===== src/sv/lwd_pkg.sv =====
// ----------------------------------------------------------------------------
// LZSS window decoder package
// Shared constants, codes and beat types for the LZSS window decoder.
// ----------------------------------------------------------------------------
package lwd_pkg;

  // Window and match geometry
  localparam int POS_BITS   = 14;
  localparam int LEN_BITS   = 4;
  localparam int MIN_MATCH  = 3;
  localparam int WIN_SIZE   = 1 << POS_BITS;
  localparam int STAGE_SIZE = (1 << LEN_BITS) + MIN_MATCH;
  localparam int CNT_W      = $clog2(STAGE_SIZE + 1);
  localparam int IDX_W      = $clog2(STAGE_SIZE);

  // Token action codes
  localparam logic [1:0] ACT_LITERAL = 2'd0;
  localparam logic [1:0] ACT_SHORT   = 2'd1;
  localparam logic [1:0] ACT_LONG    = 2'd2;

  // Input beat: one token
  typedef struct packed {
    logic [1:0]  action;
    logic [7:0]  literal_byte;
    logic [3:0]  length_code;
    logic [13:0] match_position;
  } lwd_in_t;

  // Output beat: one decoded byte
  typedef struct packed {
    logic [7:0] out_byte;
    logic       last;
  } lwd_out_t;

  // Commands from the controller to the datapath
  typedef struct packed {
    logic             load_lit;
    logic             load_match;
    logic             rd_en;
    logic [IDX_W-1:0] rd_idx;
    logic             emit;
    logic [IDX_W-1:0] emit_idx;
    logic             emit_last;
  } lwd_cmd_t;

  // Status from the datapath to the controller
  typedef struct packed {
    logic out_free;
  } lwd_sts_t;

endpackage


===== src/sv/lwd_ctrl.sv =====
// ----------------------------------------------------------------------------
// LZSS window decoder controller
// Sequences each match token through a window read phase and a byte emit phase;
// a literal goes straight to the emit phase and an unused action is dropped.
module lwd_ctrl (
  input  logic             clk,
  input  logic             rst_n,
  input  logic             in_valid,
  output logic             in_ready,
  input  lwd_pkg::lwd_in_t in_data,
  output lwd_pkg::lwd_cmd_t cmd,
  input  lwd_pkg::lwd_sts_t sts
);
  import lwd_pkg::*;

  localparam logic [1:0] ST_IDLE = 2'd0;
  localparam logic [1:0] ST_READ = 2'd1;
  localparam logic [1:0] ST_EMIT = 2'd2;

  logic [1:0]       state_r, state_nxt;
  logic [CNT_W-1:0] len_r, len_nxt;
  logic [CNT_W-1:0] cnt_r, cnt_nxt;
  logic             at_end;
  logic             accept;

  assign in_ready = (state_r == ST_IDLE);
  assign accept   = in_valid && in_ready;
  assign at_end   = (cnt_r == (len_r - CNT_W'(1)));

  // Next-state and command decode
  always_comb begin
    state_nxt = state_r;
    len_nxt   = len_r;
    cnt_nxt   = cnt_r;
    cmd       = '0;
    unique case (state_r)
      ST_IDLE: begin
        if (accept) begin
          cnt_nxt = '0;
          priority case (in_data.action)
            ACT_LITERAL: begin
              cmd.load_lit = 1'b1;
              len_nxt      = CNT_W'(1);
              state_nxt    = ST_EMIT;
            end
            ACT_SHORT: begin
              cmd.load_match = 1'b1;
              len_nxt        = CNT_W'(MIN_MATCH);
              state_nxt      = ST_READ;
            end
            ACT_LONG: begin
              cmd.load_match = 1'b1;
              len_nxt        = CNT_W'(MIN_MATCH + 1)
                               + CNT_W'(in_data.length_code[LEN_BITS-1:0]);
              state_nxt      = ST_READ;
            end
            default: begin
              // Unused action: the token is dropped without effect.
              state_nxt = ST_IDLE;
            end
          endcase
        end
      end
      ST_READ: begin
        cmd.rd_en  = 1'b1;
        cmd.rd_idx = cnt_r[IDX_W-1:0];
        if (at_end) begin
          cnt_nxt   = '0;
          state_nxt = ST_EMIT;
        end else begin
          cnt_nxt = cnt_r + CNT_W'(1);
        end
      end
      ST_EMIT: begin
        if (sts.out_free) begin
          cmd.emit      = 1'b1;
          cmd.emit_idx  = cnt_r[IDX_W-1:0];
          cmd.emit_last = at_end;
          cnt_nxt       = cnt_r + CNT_W'(1);
          if (at_end) begin
            state_nxt = ST_IDLE;
          end
        end
      end
      default: begin
        state_nxt = ST_IDLE;
      end
    endcase
  end

  // State and counters
  always_ff @(posedge clk) begin
    if (!rst_n) begin
      state_r <= ST_IDLE;
      len_r   <= '0;
      cnt_r   <= '0;
    end else begin
      state_r <= state_nxt;
      len_r   <= len_nxt;
      cnt_r   <= cnt_nxt;
    end
  end

endmodule


===== config.mk =====
export PLATFORM = sky130hd
export DESIGN_NAME = lwd_ctrl
export DESIGN_NICKNAME = d
export VERILOG_FILES = /design/src/sv/lwd_pkg.sv /design/src/sv/lwd_ctrl.sv
export SDC_FILE = /design/constraint.sdc
export NUM_CORES = 1
export LEC_CHECK = 0
export BUFFER_PORTS_ARGS = -buffer_cell sky130_fd_sc_hd__buf_2
export CORE_ASPECT_RATIO = 1.75
export CORE_MARGIN = 5
export CORE_UTILIZATION = 41
export DETAILED_ROUTE_END_ITERATION = 10
export HOLD_SLACK_MARGIN = 0.08
export PLACE_DENSITY = 0.79
export SLEW_MARGIN = 20
export SYNTH_ARGS = -nofsm -noshare
export SYNTH_HDL_FRONTEND = slang
export SYNTH_SLANG_ARGS = --single-unit

===== constraint.sdc =====
create_clock -name clk -period 1.9 [get_ports clk]
set_clock_uncertainty 0.15 [all_clocks]
set_input_delay 0.19 -clock clk [delete_from_list [all_inputs] [get_ports clk]]
set_output_delay 0.19 -clock clk [all_outputs]
set_load 0.005 [all_outputs]

==> metrics.md, run 1 <==
| Metric | Value |
|---|---|
| Max Clk Rate | 495 MHz |
| Layout cell share with drive strength beyond 1 | 0.401 |
| RR Startpoint | len_r[0] |
| # clock sinks | 12 |
| Hold endpoint | state_r[0] |
| Global-route wire length before repair | approximately 4100 um |
| Area Overhead vs Synth | 38.7% |
| Final hold viol count | 0 |
| Die width | about 47 um |
| # hold bufs at CTS | 0 |
| RSZ-0062 raised after global routing | true |
| Clock network latency to the later pin of the worst-skew pair | ~240 ps |
| GRT Residual Overflow | 0 |
| Total track usage | 0.161 |
| Clk slew on worst S/H paths | 50 ps |
| Max_cap viols | 0 |
| Net Sw Frac | 0.389 |
| R2R Setup Slk | -50 ps |
| Period utilization | 1.06 |
| CP Data Required Time | between 1500 and 2000 ps |
| I/O Pins | 48 |
| Total power | 1.24 mW |
| Compound-Gate Fraction of Synth Area | 0.181 |
| Crit Reg-Reg Endpoint | cnt_r[1] |
| Mapped Nets | 162 |
| Syn Inst Count | about 120 |
| Non-filler cells, final | between 150 and 200 |
| Synth cell count leaders | inv_1 (13), dfxtp_1 (12), ha_1 (12) |
| Internal power | between 0.7 and 0.8 mW |
| Ys Warns | 0 |
| Slew headroom | 0.730 |
| Num rows | 23 |
| Vias in the first global route | around 1,000 |
| P_sw | between 0.4 and 0.5 mW |
| H-tree depth | 1 |
| Post-Syn Area | ~970 um^2 |
| RD Place Congestion | 0.918 |
| Dpl hpwl | 1990 um |
| Hold Startpoint | rst_n |
| Core box area | ~2300 um^2 |
| Seq cells post-synth | 12 |
| Initial core utilization | 0.425 |
| Die ar. | 3460 um^2 |
| EDFF count, synth | 0 |
| Main combinational cell family by area after synthesis | simple AND/OR/NAND/NOR gates |
| Synth area leaders | dfxtp_1 (25%), ha_1 (16%), nand3_1 (5.2%), inv_1 (5.1%), nand2_1 (3.9%) |
| Crit path kind | reg -> out |
| Synth async-reset ratio | 0 |
| # port buffers | 25 |
| Least-Margin Pin Slew | 404 ps |
| Via count | 1,005 |
| Clock Power Share | 0.191 |
| WHS Path Cells | 3 |
| Routed WL per cell | roughly 14 um |
| Most frequent cell after synthesis | inv_1 |
| VDD IR max | approximately 0.0009 V |
| Worst Hold Slack | roughly 100 ps |
| Critical path endpoint category | output pin |
| DRT Pass-1 Iters | 4 |
| Post-synthesis sequential area ratio | 0.249 |
| Placed cell count | between 150 and 200 |
| Iter 0 DRT Violations | 27 |
| Post-synth top area cell | dfxtp_1 |
| Status | complete, but fails checks |
| Num CTS Buffers | 3 |
| # setup viols final | 4 |
| Drc violations | 0 |
| Post-Synth Simple-Gate Area | 0.273 |
| Largest net degree at the start of global routing | 8 |
| Top_reg_cell synth | dfxtp_1 |
| CP arrival | about 1700 ps |
| ANT nets after route | 0 |
| Die Ht | ~74 um |
| TritonCTS clock tree | yes |
| Number of diodes | 0 |
| LEAKAGE | ~0.66 nW |
| Avg Cell Area, Syn | 8.19 um^2 |
| Sequential Power Share | 0.253 |
| Adder-Cell Fraction of Synth Area | 0.155 |
| Clock root buffer | clkbuf_8 |
| Nets | ~210 |
| Hold Crit Class | in -> reg |
| Slew Viols, Final | 0 |
| Post-synthesis xor/xnor area fraction | 0.0544 |
| PwrDens | ~900 nW/um^2 |
| Comb pwr share | 0.556 |
| Antenna violations before repair | 0 |
| Failing checks | negative setup slack |
| PnR worst setup slack | -121 ps |
| Reg2Reg Depth | 8 |
| CP max FO | 4 |
| Via/cell ratio | 5.37 |
| Clock buffer depth | 2 |
| Startpoint types | flop |
| Top-area cell type share of the netlist area | 0.249 |
| Distinct cells, synth | 34 |
| Final wirelength | 2540 um |
| Post-layout min period | 2020 ps |
| Multiplexer share of the synthesized area | 0.0207 |
[registers in the layout, indices dropped and copies added, names as in the netlist]
register	cells
len_r	5
cnt_r	5
state_r	2
[repair_timing]
action / CTS / global route
pin swaps: 5 / 4
buffers inserted: 2 / 2
resized for setup: 7 / 7
setup endpoints to repair: 7 / 8
[per-stage QoR]
step           cell area (um^2)  utilization  setup WS [ps]  TNS (ps)
2_1_floorplan               973            -           6.86         0
3_3_place_gp               1220        0.537          -17.2     -17.2
3_5_place_dp               1220        0.537           -112      -274
4_1_cts                    1290        0.570           -126      -149
5_1_grt                    1340        0.589           -179      -603
6_report                   1340        0.589           -121      -219
[logic make-up (layout without fill, tap and decap cells)]
group,Yosys count,count (layout)
flops,12,12
buf+inv,15,59
mux,2,2
compound gates,22,22
xor+xnor,6,6
fa+ha+maj,12,12
simple gates,49,49
[worst max-delay path, cell delays in order (launching register included)]
cell and delay, ps:
dfxtp_2 330, inv_2 50, ha_4 170, o21ba_4 190, a22oi_2 210, o211ai_1 130, buf_4 170, nor2_1 70
buf_2 110
[cells in the final DEF, fill, tap and decap left out, types with 2 or more instances in the layout]
master    instances
inv_1            11
xnor2_1           4
a211oi_1          2
a21oi_1           4
and3_1            5
o21ai_0           2
mux2i_1           2
buf_2            25
dfxtp_1          10
nand2_1          10
or2_2             2
buf_4            17
nor2_1           10
nand4_1           2
ha_1             10
inv_2             2
nand3_1          10
and2_1            5
dfxtp_2           2
xor2_1            2
clkbuf_8          3
[layout make-up]
type / instances / area [um^2]
multi-input combinational: 91 / 712
tap: 25 / 31.3
fill: 203 / 933
inverter: 13 / 48.8
clock buffer: 3 / 41.3
sequential: 12 / 243
timing repair buffer: 43 / 264
[worst max path at each step]
| stage | startpoint | end | slack (ps) |
|---|---|---|---|
| 4_1_cts | len_r[0] | cmd[0] | -130 |
| 3_5_place_dp | state_r[0] | cnt_r[3] | -110 |
| 6_report | len_r[0] | cmd[0] | -120 |
| 2_1_floorplan | len_r[0] | cnt_r[1] | 7 |
| 3_3_place_gp | state_r[0] | cnt_r[3] | -20 |
| 5_1_grt | len_r[0] | cmd[0] | -180 |
[metal layers]
metal / vias up / global-route usage / share of wire
met1: 456 / 0.160 / 0.36
met4: 0 / 0.114 / 0.045
met3: 11 / 0.0266 / 0.062
met2: 34 / 0.287 / 0.53
met5: - / 0 / 0
li1: 504 / - / -
[power by group through the flow]
stage | Sequential (mW) | Combinational (mW) | Clock (mW)
2_1_floorplan | 0.314 | 0.402 | 0
3_5_place_dp | 0.314 | 0.613 | 0
4_1_cts | 0.311 | 0.639 | 0.237
3_3_place_gp | 0.312 | 0.589 | 0
5_1_grt | 0.316 | 0.757 | 0.245
6_report | 0.313 | 0.687 | 0.236
Power figures use the tool's default switching activity.
==> run 2: changes to the inputs <==
--- a/config.mk
+++ b/config.mk
@@ -11,7 +11,7 @@
 export CORE_UTILIZATION = 41
 export DETAILED_ROUTE_END_ITERATION = 10
 export HOLD_SLACK_MARGIN = 0.08
-export PLACE_DENSITY = 0.79
+export PLACE_DENSITY_LB_ADDON = 0.08
 export SLEW_MARGIN = 20
 export SYNTH_ARGS = -nofsm -noshare
 export SYNTH_HDL_FRONTEND = slang
==> run 2 against run 1 <==
- the run still ends with negative setup slack left
- final area grew 9.9%
- critical path depth is the same
- fmax shrank 3.2%
- worst hold slack lost 13 ps
- combinational power grew 24%
- final cell count grew 3.2%
- largest cell class unchanged
- largest power group unchanged
==> metrics.md, run 2 (synthesized netlist as in run 1, its figures left out) <==
| Metric | Value |
|---|---|
| Status | complete, but fails checks |
| Failing checks | negative setup slack |
| R2R Setup Slk | -60 ps |
| PnR worst setup slack | -188 ps |
| Via count | approximately 1,000 |
| Layout cell share with drive strength beyond 1 | 0.470 |
| Core box area | between 2000 and 2500 um^2 |
| Via/cell ratio | 5.25 |
| Crit path kind | reg -> out |
| Startpoint types | flop |
| LEAKAGE | 0.711 nW |
| Iter 0 DRT Violations | 18 |
| Cell area after layout | about 1500 um^2 |
| Drc violations | 0 |
| Worst Hold Slack | 87.0 ps |
| TritonCTS clock tree | yes |
| Least-Margin Pin Slew | roughly 350 ps |
| CP arrival | roughly 1800 ps |
| Initial core utilization | 0.425 |
| Die ar. | between 3000 and 4000 um^2 |
| Total track usage | 0.175 |
| Routed WL per cell | 14.5 um |
| Area Overhead vs Synth | 52.5% |
| H-tree depth | 1 |
| Die Ht | 74.2 um |
| Dpl hpwl | 2070 um |
| Most frequent cells in the layout | buf_2 (25), buf_4 (22), inv_1 (11) |
| Period utilization | 1.10 |
| Vias in the first global route | around 1,100 |
| Total power | ~1.5 mW |
| DRT Pass-1 Iters | 4 |
| Largest net degree at the start of global routing | 8 |
| PwrDens | roughly 990 nW/um^2 |
| Hold Crit Class | in -> reg |
| Largest regs | cnt_r (5), len_r (5), state_r (2) |
| Antenna violations before repair | 0 |
| Global-route wire length before repair | roughly 4500 um |
| GRT Residual Overflow | 0 |
| Post-layout min period | between 2000 and 2500 ps |
| RSZ-0062 raised after global routing | true |
| Fill cells | between 150 and 200 |
| Max_cap viols | 0 |
| ANT nets after route | 0 |
| Die width | ~47 um |
| Clock buffer depth | 2 |
| Slew headroom | 0.769 |
| Final hold viol count | 0 |
| Num rows | 23 |
| CP Data Required Time | about 1600 ps |
| Setup WS pre-CTS | -82.6 ps |
| # hold bufs at CTS | 0 |
| I/O Pins | between 40 and 50 |
| Clock root buffer | clkbuf_8 |
| RD Place Congestion | roughly 0.87 |
| CP max FO | 4 |
| Final wirelength | 2790 um |
| Clock network latency to the later pin of the worst-skew pair | 250 ps |
| Commonest non-fill, non-tap cell in the layout | buf_2 |
| Slew Viols, Final | 0 |
| # clock sinks | 12 |
| # port buffers | 25 |
| Num CTS Buffers | 3 |
| Critical path endpoint category | output pin |
| Max Clk Rate | between 400 and 500 MHz |
| VDD IR max | between 0.0006 and 0.0007 V |
| Placed Instance Area | 1230 um^2 |
| Number of diodes | 0 |
| # setup viols final | 2 |
| Clk slew on worst S/H paths | around 60 ps |
| Nets | approximately 210 |
[run 2: cell count changes in the layout (fill, tap and decap cells not counted), sizes merged]
| cell | change |
|---|---|
| clkbuf | +1 |
| buf | +5 |
[run 2: through the flow]
| step | utilization | cells | setup TNS [ps] |
|---|---|---|---|
| global placement | 0.543 | 182 | -123 |
| global route | 0.648 | 193 | -675 |
| detailed placement | 0.543 | 182 | -161 |
| CTS | 0.601 | 192 | -162 |
| finish | 0.648 | 193 | -244 |
| floorplan | - | 118 | 0 |
[run 2: layer usage]
| layer | GRT usage | wire, um |
|---|---|---|
| met1 | 0.191 | 1080 |
| met2 | 0.328 | 1570 |
| met3 | 0.0218 | 94 |
| met4 | 0.0646 | 54 |
| met5 | 0 | 0 |
[run 2: layout make-up]
type	count	area (um^2)	area share
flip-flops and latches	12	243	0.165
repair buffers	48	302	0.205
inverters	13	48.8	0.0331
multi-input cells	91	793	0.539
well taps	25	31.3	0.0212
clock buffers	4	55.1	0.0374
[run 2: power by group]
| part | switching (mW) | leakage (nW) | internal, mW |
|---|---|---|---|
| Clock | 0.110 | 0.0288 | 0.184 |
| Combinational | 0.418 | 0.584 | 0.437 |
| Sequential | 0.0313 | 0.0982 | 0.285 |
[run 2: path summary, 6_finish.rpt]
kind,from,cells past startpoint,to
worst min-delay path,in_data[16],3,len_r[2]
worst min register to register,len_r[4],2,len_r[4]
worst max register to register,len_r[0],8,state_r[1]
worst max-delay path,len_r[0],8,cmd[0]
[run 2: repair_timing]
item | in CTS | in global routing
pin swaps | 5 | 8
setup endpoints to repair | 5 | 10
gates resized for setup | 9 | 19
buffers inserted | 6 | 5
[run 2: worst max-delay path, cell delays in order, from the launching register on]
cell and delay [ps]:
dfxtp_2 330, inv_2 50, ha_4 180, o21ba_4 190, a22oi_2 200, o211ai_1 180
buf_4 180, nor2_2 70, buf_2 120
